===== config.mk =====
export PLATFORM = sky130hd
export DESIGN_NAME = pru_merge
export DESIGN_NICKNAME = d
export VERILOG_FILES = /design/src/rtl/pru_pkg.sv /design/src/rtl/pru_merge.sv
export SDC_FILE = /design/constraint.sdc
export NUM_CORES = 1
export LEC_CHECK = 0
export BUFFER_PORTS_ARGS = -buffer_cell sky130_fd_sc_hd__buf_2
export CORE_MARGIN = 2
export CORE_UTILIZATION = 25
export DETAILED_ROUTE_END_ITERATION = 8
export GPL_TIMING_DRIVEN = 0
export PLACE_DENSITY_LB_ADDON = 0.05
export SLEW_MARGIN = 20
export SYNTH_ARGS = -nofsm -noshare
export SYNTH_HDL_FRONTEND = slang
export SYNTH_SLANG_ARGS = --single-unit
export TNS_END_PERCENT = 10

===== constraint.sdc =====
create_clock -name vclk -period 0.8
set_input_delay 0.12 -clock vclk [all_inputs]
set_output_delay 0.12 -clock vclk [all_outputs]
set_load 0.05 [all_outputs]

===== src/rtl/pru_pkg.sv =====
// Shared types, codes and constants for the PNG row unfilter block.
package pru_pkg;

	localparam int MAX_WIDTH  = 2048;
	localparam int ADDR_W     = $clog2(MAX_WIDTH);
	localparam int WIDTH_W    = 12;
	localparam int LANES      = 4;
	localparam int CFG_IDX_W  = 1;
	localparam int CFG_DATA_W = 12;

	localparam logic [CFG_IDX_W-1:0] CFG_IMAGE_WIDTH = 1'd0;
	localparam logic [CFG_IDX_W-1:0] CFG_COLOR_MODE  = 1'd1;

	localparam logic [7:0] OPAQUE = 8'd255;

	typedef logic [7:0] byte_t;
	typedef logic [LANES-1:0][7:0] pix_t;

	typedef enum logic [2:0] {
		FILT_NONE  = 3'd0,
		FILT_SUB   = 3'd1,
		FILT_UP    = 3'd2,
		FILT_AVG   = 3'd3,
		FILT_PAETH = 3'd4
	} filt_t;

	typedef enum logic [1:0] {
		MODE_GRAY       = 2'd0,
		MODE_GRAY_ALPHA = 2'd1,
		MODE_RGB        = 2'd2,
		MODE_RGBA       = 2'd3
	} mode_t;

	// neighbours handed to one channel lane
	typedef struct packed {
		byte_t left;
		byte_t up;
		byte_t upleft;
	} nbr_t;

endpackage


===== src/rtl/pru_merge.sv =====
// Merges the four lane bytes into RGBA according to the colour mode.
module pru_merge (
	input  pru_pkg::pix_t  ch,
	input  pru_pkg::mode_t mode,
	output pru_pkg::byte_t red,
	output pru_pkg::byte_t green,
	output pru_pkg::byte_t blue,
	output pru_pkg::byte_t alpha
);
	import pru_pkg::*;

	always_comb begin
		case (mode)
			MODE_GRAY: begin
				red = ch[0]; green = ch[0]; blue = ch[0]; alpha = OPAQUE;
			end
			MODE_GRAY_ALPHA: begin
				red = ch[0]; green = ch[0]; blue = ch[0]; alpha = ch[1];
			end
			MODE_RGB: begin
				red = ch[0]; green = ch[1]; blue = ch[2]; alpha = OPAQUE;
			end
			default: begin
				red = ch[0]; green = ch[1]; blue = ch[2]; alpha = ch[3];
			end
		endcase
	end

endmodule


==> metrics.md <==
| Metric | Value |
|---|---|
| Post-detailed-route wirelength per cell | `9.787 um` |
| Area grow syn2layout | `162.2%` |
| Number of antenna violations at the first check in global routing | `0` |
| Static power due to leakage | `about 0.59 nW` |
| Post-Synthesis Cell Area | `364.1 sq um` |
| Number of max-slew violations in the final report | `0` |
| Worst-margin pin slew | `327.3 ps` |
| Worst path arrival time | `780 ps` |
| Kind of launch point of the worst setup path | `input port` |
| Setup repair bufs after CTS | `0` |
| Setup repair after global routing missed its margin | `yes` |
| Largest fanout on the critical path | `7` |
| Number of detailed-route iterations in the first pass | `4` |
| Post-Synth XOR/XNOR Area | `0%` |
| Setup CP Type | `input port to primary output` |
| Summed negative setup slack over all endpoints | `-1322 ps` |
| Slew margin rel. | `78.18%` |
| All-Layer GR Usage | `~16%` |
| Post-detailed-route count of antenna-violating nets | `0` |
| Syn Area/Cell | `5.354 sq um` |
| Area taken by multi-input logic gates | `325.3 sq um` |
| DRT iter0 DRCs | `4` |
| Largest net degree at the start of global routing | `11` |
| Post-synth net total | `102` |
| Final setup fails | `20` |
| Hpwl dp | `1027 um` |
| Final antenna diode count | `0` |
| Fill cell count | `approximately 110` |
| Violations in the final reports | `negative setup slack` |
| Depth of the worst hold-timing path | `4` |
| Worst setup slack after layout | `-100.1 ps` |
| Fraction of final layout cells sized beyond drive strength 1 | `65.19%` |
| Number of placed I/O pins | `66` |
| Sequential cell area | `0 sq um` |
| Final sequential cell count | `0` |
| Die Y-Extent | `42.16 um` |
| Critical Path Sink Type | `primary output` |
| Most frequent standard cell in the layout excluding fill and tap cells | `sky130_fd_sc_hd__buf_2` |
| Combinational family with the most area after synthesis | `simple AND/OR/NAND/NOR gates` |
| Maximum vdd drop | `574.0 uV` |
| Min-delay worst type | `input port to primary output` |
| Core Region | `between 0.001 and 0.0015 sq mm` |
| Final hold vios | `0` |
| Highest-count cells in the layout ignoring fill and taps | `sky130_fd_sc_hd__buf_2, sky130_fd_sc_hd__nand2_1, sky130_fd_sc_hd__buf_6, sky130_fd_sc_hd__buf_4, sky130_fd_sc_hd__mux2i_1` |
| Area of the die | `0.001777 sq mm` |
| Areal power density over the cells | `1005 mW/mm^2` |
| Number of global-route vias before repair | `611` |
| End-of-flow core utilization | `71.58%` |
| Simple-gate share of the synthesized area | `a little over half` |
| CLK BUF | `0` |
| Achievable clock frequency | `1111 MHz` |
| Data required time of the critical path | `680 ps` |
| Syn Inst Count | `68` |
| Sequential cell area fraction in the yosys report | `0%` |
| Multiplexer fraction of the synthesized cell area | `21.99%` |
| Clock period minus worst slack | `around 900 ps` |
| First-pass GRT wire length | `~2500 um` |
| Capture endpoint of the worst hold path | `blue[1]` |
| Site Rows | `13` |
| Max cap viols | `0` |
| Period Utilization, post-route | `112.5%` |
| Via count | `645` |
| Post-layout net count | `171` |
| Syn. warnings | `0` |
| RePlAce Congestion | `0.6717` |
| Min-delay src | `ch[17]` |
| Post-detailed-routing wire length | `1468 um` |
| Overall die width | `about 42 um` |
| Overall overflow remaining after global route | `0` |
| Adder-cell area share of the yosys netlist | `0%` |
| Number of port buffers | `65` |
| Result of the run | `complete, but fails checks` |
| Vias per inst | `4.300` |
| # DRC | `0` |
| Compound-Gate Fraction of Synth Area | `0%` |
| Initial standard-cell utilization of the core | `27.30%` |
| Count of cell types in the netlist | `6` |
==> worst max-delay path by stage <==
stage	start	endpoint	slack [ps]
2_1_floorplan	mode[1]	blue[1]	-80
3_3_place_gp	mode[1]	alpha[2]	-220
3_5_place_dp	mode[1]	alpha[1]	-220
4_1_cts	mode[1]	alpha[7]	-90
5_1_grt	mode[1]	alpha[5]	-170
6_report	mode[1]	alpha[6]	-100
==> metrics by stage <==
| step | instances | setup WS (ps) | total power, mW | hold slack (ps) | cell area [sq um] |
|---|---|---|---|---|---|
| after floorplan | 68 | -77.24 | 0.5582 | 407.1 | 364.1 |
| after global placement | 148 | -218.5 | 0.7572 | 625.5 | 708.2 |
| after detailed placement | 148 | -223.2 | 0.7614 | 627.0 | 708.2 |
| after CTS | 150 | -85.86 | 0.9331 | 577.2 | 919.6 |
| after global routing | 150 | -173.0 | 1.009 | 593.3 | 954.7 |
| final | 150 | -100.1 | 0.9590 | 567.9 | 954.7 |
==> report_power, final <==
group          internal (mW)  switching (mW)  total [mW]
clock network              0               0           0
registers                  0               0           0
logic                  0.371           0.588       0.959
==> cells in the mapped netlist, drive strengths merged <==
| cell type | n | area share (%) |
|---|---|---|
| mux2i | 8 | 22 |
| nand2b | 8 | 14 |
| nand2 | 40 | 41 |
| buf | 12 | 23 |
==> critical path: stages <==
cell and delay, ps:
sky130_fd_sc_hd__buf_8 90, sky130_fd_sc_hd__buf_6 120, sky130_fd_sc_hd__mux2i_1 190, sky130_fd_sc_hd__nand2_1 80
sky130_fd_sc_hd__buf_6 170
==> what timing repair did <==
action                                  in CTS  in global routing
cloned                                       2                  0
resized for setup                           62                  8
pin swaps                                    1                  2
endpoints found under the setup margin      24                 24
hold buffers                                 0                  0
==> routing by layer <==
| layer | vias up | wire [um] | part of all wire (%) | track usage, % |
|---|---|---|---|---|
| met5 | - | 0 | 0 | 0 |
| met4 | 0 | 0 | 0 | 0 |
| met3 | 0 | 155 | 11 | 2.586 |
| met2 | 40 | 772 | 53 | 32.62 |
| met1 | 271 | 540 | 37 | 18.99 |
| li1 | 334 | - | - | - |
==> area by class of cell <==
class / count / share of cell area, %
timing repair buffer: 67 / 54.13
multi-input combinational: 56 / 34.08
buffer: 12 / 9.830
tap: 15 / 1.966
==> cell families (layout without fill, tap and decap cells) <==
family                 Yosys count  in the layout
AND/OR/NAND/NOR                 48             48
buffers and inverters           12             79
multiplexers                     8              8
No activity file was read; power rests on OpenSTA's default activity.
