[config.mk]
export PLATFORM = sky130hd
export DESIGN_NAME = pru_lane
export DESIGN_NICKNAME = d
export VERILOG_FILES = /design/src/rtl/pru_pkg.sv /design/src/rtl/pru_lane.sv
export SDC_FILE = /design/constraint.sdc
export NUM_CORES = 1
export LEC_CHECK = 0
export ABC_AREA = 1
export BUFFER_PORTS_ARGS = -buffer_cell sky130_fd_sc_hd__buf_2
export CAP_MARGIN = 10
export CORE_AREA = 4 4 87 89
export DETAILED_ROUTE_END_ITERATION = 7
export DIE_AREA = 0 0 91 93
export PLACE_DENSITY = 0.75
export SLEW_MARGIN = 20
export SYNTH_ARGS = -nofsm -noshare
export SYNTH_HDL_FRONTEND = slang
export SYNTH_SLANG_ARGS = --single-unit
[constraint.sdc]
create_clock -name vclk -period 15.9
set_input_delay 1.59 -clock vclk [all_inputs]
set_output_delay 1.59 -clock vclk [all_outputs]
set_load 0.05 [all_outputs]
[src/rtl/pru_pkg.sv]
// Shared types, codes and constants for the PNG row unfilter block.
package pru_pkg;

	localparam int MAX_WIDTH  = 2048;
	localparam int ADDR_W     = $clog2(MAX_WIDTH);
	localparam int WIDTH_W    = 12;
	localparam int LANES      = 4;
	localparam int CFG_IDX_W  = 1;
	localparam int CFG_DATA_W = 12;

	localparam logic [CFG_IDX_W-1:0] CFG_IMAGE_WIDTH = 1'd0;
	localparam logic [CFG_IDX_W-1:0] CFG_COLOR_MODE  = 1'd1;

	localparam logic [7:0] OPAQUE = 8'd255;

	typedef logic [7:0] byte_t;
	typedef logic [LANES-1:0][7:0] pix_t;

	typedef enum logic [2:0] {
		FILT_NONE  = 3'd0,
		FILT_SUB   = 3'd1,
		FILT_UP    = 3'd2,
		FILT_AVG   = 3'd3,
		FILT_PAETH = 3'd4
	} filt_t;

	typedef enum logic [1:0] {
		MODE_GRAY       = 2'd0,
		MODE_GRAY_ALPHA = 2'd1,
		MODE_RGB        = 2'd2,
		MODE_RGBA       = 2'd3
	} mode_t;

	// neighbours handed to one channel lane
	typedef struct packed {
		byte_t left;
		byte_t up;
		byte_t upleft;
	} nbr_t;

endpackage

[src/rtl/pru_lane.sv]
// One channel lane: filter prediction (incl. Paeth) and modulo-256 add.
module pru_lane (
	input  pru_pkg::filt_t filt,
	input  pru_pkg::nbr_t  nbr,
	input  pru_pkg::byte_t raw,
	output pru_pkg::byte_t ch
);
	import pru_pkg::*;

	logic [8:0] sum_ab;
	logic [8:0] two_c;
	logic [7:0] pa;
	logic [7:0] pb;
	logic [8:0] pc;
	byte_t      paeth;
	byte_t      pred;

	always_comb begin
		sum_ab = {1'b0, nbr.left} + {1'b0, nbr.up};
		two_c  = {nbr.upleft, 1'b0};
		pa = (nbr.up > nbr.upleft) ? nbr.up - nbr.upleft : nbr.upleft - nbr.up;
		pb = (nbr.left > nbr.upleft) ? nbr.left - nbr.upleft : nbr.upleft - nbr.left;
		pc = (sum_ab > two_c) ? sum_ab - two_c : two_c - sum_ab;
		if (({1'b0, pa} <= pc) && (pa <= pb)) begin
			paeth = nbr.left;
		end else if ({1'b0, pb} <= pc) begin
			paeth = nbr.up;
		end else begin
			paeth = nbr.upleft;
		end
	end

	always_comb begin
		case (filt)
			FILT_SUB:   pred = nbr.left;
			FILT_UP:    pred = nbr.up;
			FILT_AVG:   pred = sum_ab[8:1];
			FILT_PAETH: pred = paeth;
			default:    pred = '0;
		endcase
	end

	assign ch = raw + pred;

endmodule

==> Implementation_results.wiki <==
{| class="wikitable"
! Metric !! Value
|-
| Synthesized cell area || approximately 3600 µm²
|-
| Status || finished clean
|-
| Maximum operating frequency || 100 MHz
|-
| Total wire length || 10,600 µm
|-
| Largest net degree at the start of global routing || 16
|-
| Total global-route track usage || 0.250
|-
| Total via count in the routed design || a little under 4,000
|-
| Distinct cells, synth || 42
|-
| Ratio of final minimum period to clock period || 0.628
|-
| Number of failing setup endpoints in the final timing report || 0
|-
| Remaining global-route overflow || 0
|-
| Final design utilization || 0.576
|-
| Clock power frac || 0
|-
| Number of hold-slack violations in the final timing report || 0
|-
| Post-detail-place hpwl || slightly above 9000 µm
|-
| ANT cells || 0
|-
| Relative contribution of combinational cells to total power || 1.000
|-
| Horizontal die dimension || about 91 µm
|-
| Switching portion of total power || 0.666
|-
| Die height || around 93 µm
|-
| Top-level port count || 43
|-
| Most frequent cells in the layout || sky130_fd_sc_hd__nand2_1 (118), sky130_fd_sc_hd__inv_1 (109), sky130_fd_sc_hd__ha_1 (81)
|-
| Post-route antenna net violation count || 0
|-
| Max stage delay on crit path || 420 ps
|-
| Capturing element type of the critical path || output port
|-
| Time the worst path needs with I/O delays and setup || 9990 ps
|-
| Routability congestion estimate from global placement || about 0.99
|-
| Tightest Pin Transition || approximately 900 ps
|-
| Share of the yosys chip area belonging to registers || 0
|-
| Full die area || 8460 µm²
|-
| Hold bufs inserted after CTS || 0
|-
| Unrepaired setup endpoints after global routing || no
|-
| Final slew viol count || 0
|-
| Critical path launch point || nbr[8]
|-
| Average size of a mapped cell || 6.36 µm²
|-
| Maximum fanout encountered on the critical timing path || 15
|-
| Layout Cells excl Fill || 685
|-
| Setup repair bufs after CTS || 0
|-
| Maxcap violations || 0
|-
| Crit path capture || ch[7]
|-
| Vias in the first global route || 3,776
|-
| Remaining design rule violation count || 0
|-
| Number of DRC markers in iteration 0 || 297
|-
| Initial core utilization || 0.532
|-
| Count of mapped cells out of synthesis || 565
|-
| Synth warn || 0
|-
| Area occupied by registers || 0 µm²
|-
| Clock Buffer Count || 0
|-
| Most common library cell in the layout ignoring fill and taps || sky130_fd_sc_hd__nand2_1
|-
| Number of nets in the layout || 731
|-
| Number of search-and-repair iterations in the first detailed-routing pass || 5
|-
| CP Launch Type || input pin
|-
| Startpoint-to-endpoint class of the critical path || input pin to output port
|-
| Post-CTS sizing || 0
|-
| Avg Vias per Cell || about 5.7
|-
| Standby leakage power || roughly 2.3 nW
|-
| Switching power of the nets || 0.256 mW
|-
| Dpl cells || 685
|-
| Share of cells above drive strength 1 || 0.140
|-
| Synthesized Nets || slightly below 700
|-
| Mean routed wirelength per cell || 15.5 µm
|-
| Antenna violations before repair || 0
|-
| Port Buffer Count || 43
|-
| Global-route wire length before repair || about 17,000 µm
|-
| Fillers || 683
|-
| Highest ir drop seen on vdd || 0.0445 mV
|-
| Arrival time of the worst setup path || 8400 ps
|-
| Layout-stage area growth over the synthesis result || 8.32%
|-
| Sequential share of power || 0
|-
| Core region area || 6760 µm²
|-
| Total number of sequential cells || 0
|-
| Critical-path top delay cell || sky130_fd_sc_hd__fa_1
|-
| Final total power || 0.384 mW
|-
| Internal power component || between 0.1 and 0.15 mW
|-
| Placement Rows || 30
|-
| Critical path required time || ~14,000 ps
|-
| Sum of negative setup slack || 0 ps
|-
| Total power divided by cell area || approximately 100 nW/µm²
|-
| Min-delay worst type || input pin to output port
|-
| Worst-case headroom to the max-slew limit || 0.396
|}
==> synthesized netlist by cell type (4+ instances only) <==
cell / number / area [µm²]
sky130_fd_sc_hd__nor2_2: 4 / 25.0
sky130_fd_sc_hd__nand3_2: 4 / 40.0
sky130_fd_sc_hd__xor2_1: 22 / 193
sky130_fd_sc_hd__nor3_1: 4 / 20.0
sky130_fd_sc_hd__ha_1: 81 / 1010
sky130_fd_sc_hd__nand2_1: 118 / 443
sky130_fd_sc_hd__o21bai_1: 8 / 60.1
sky130_fd_sc_hd__nor2_1: 21 / 78.8
sky130_fd_sc_hd__o21ai_1: 6 / 30.0
sky130_fd_sc_hd__nand4_1: 5 / 31.3
sky130_fd_sc_hd__nand3_1: 30 / 150
sky130_fd_sc_hd__xnor2_1: 7 / 61.3
sky130_fd_sc_hd__o21ai_0: 30 / 150
sky130_fd_sc_hd__inv_1: 109 / 409
sky130_fd_sc_hd__a21oi_1: 43 / 215
sky130_fd_sc_hd__nand2_4: 7 / 78.8
sky130_fd_sc_hd__fa_1: 8 / 160
sky130_fd_sc_hd__o221ai_1: 6 / 52.6
sky130_fd_sc_hd__nand2_2: 16 / 100
==> power groups by stage <==
stage | Sequential (mW) | Combinational, mW | Clock [mW]
after global routing | 0 | 0.429 | 0
final | 0 | 0.384 | 0
after global placement | 0 | 0.365 | 0
after CTS | 0 | 0.379 | 0
after detailed placement | 0 | 0.377 | 0
after floorplan | 0 | 0.294 | 0
==> per-stage QoR <==
step           setup slack (ps)  hold slack, ps  area [µm²]
3_3_place_gp               6230            3620        3890
4_1_cts                    5970            3620        3890
6_report                   5910            3620        3890
5_1_grt                    5070            3660        3890
3_5_place_dp               5990            3630        3890
2_1_floorplan              6750            3560        3590
==> final cells by class <==
cell class | count | area, µm² | share of cell area
Inverter | 113 | 432 | 0.111
Multi-Input combinational cell | 449 | 3150 | 0.808
Tap cell | 80 | 100 | 0.0257
Timing Repair Buffer | 43 | 215 | 0.0553
==> cells by family after synthesis <==
| family | count (synthesis) | synth area share |
|---|---|---|
| simple gates | 218 | 0.290 |
| buf+inv | 116 | 0.126 |
| compound gates | 110 | 0.178 |
| fa+ha+maj | 89 | 0.326 |
| xor+xnor | 29 | 0.0707 |
| mux | 3 | 0.00835 |
==> worst min path at each step <==
| stage | start | to | slack (ps) | cells after the start |
|---|---|---|---|---|
| 2_1_floorplan | raw[0] | ch[0] | 3560 | 1 |
| 3_5_place_dp | raw[0] | ch[0] | 3630 | 3 |
| 6_report | raw[0] | ch[0] | 3620 | 3 |
| 3_3_place_gp | raw[0] | ch[0] | 3620 | 3 |
| 4_1_cts | raw[0] | ch[0] | 3620 | 3 |
| 5_1_grt | raw[0] | ch[0] | 3660 | 3 |
==> worst max-delay path: cells and delay by family <==
kind            cells  cell delay (ps)
xor+xnor            3              670
buf+inv             8              750
fa+ha+maj           5             1630
simple gates       11             1220
compound gates     14             2520
==> routing by layer <==
| layer | up-vias | part of all wire | global-route usage |
|---|---|---|---|
| met1 | 1761 | 0.44 | 0.326 |
| met2 | 153 | 0.46 | 0.428 |
| met4 | 0 | 0.050 | 0.113 |
| met5 | - | 0 | 0 |
| li1 | 1935 | - | - |
| met3 | 43 | 0.055 | 0.00885 |
No activity file was read; power rests on OpenSTA's default activity.
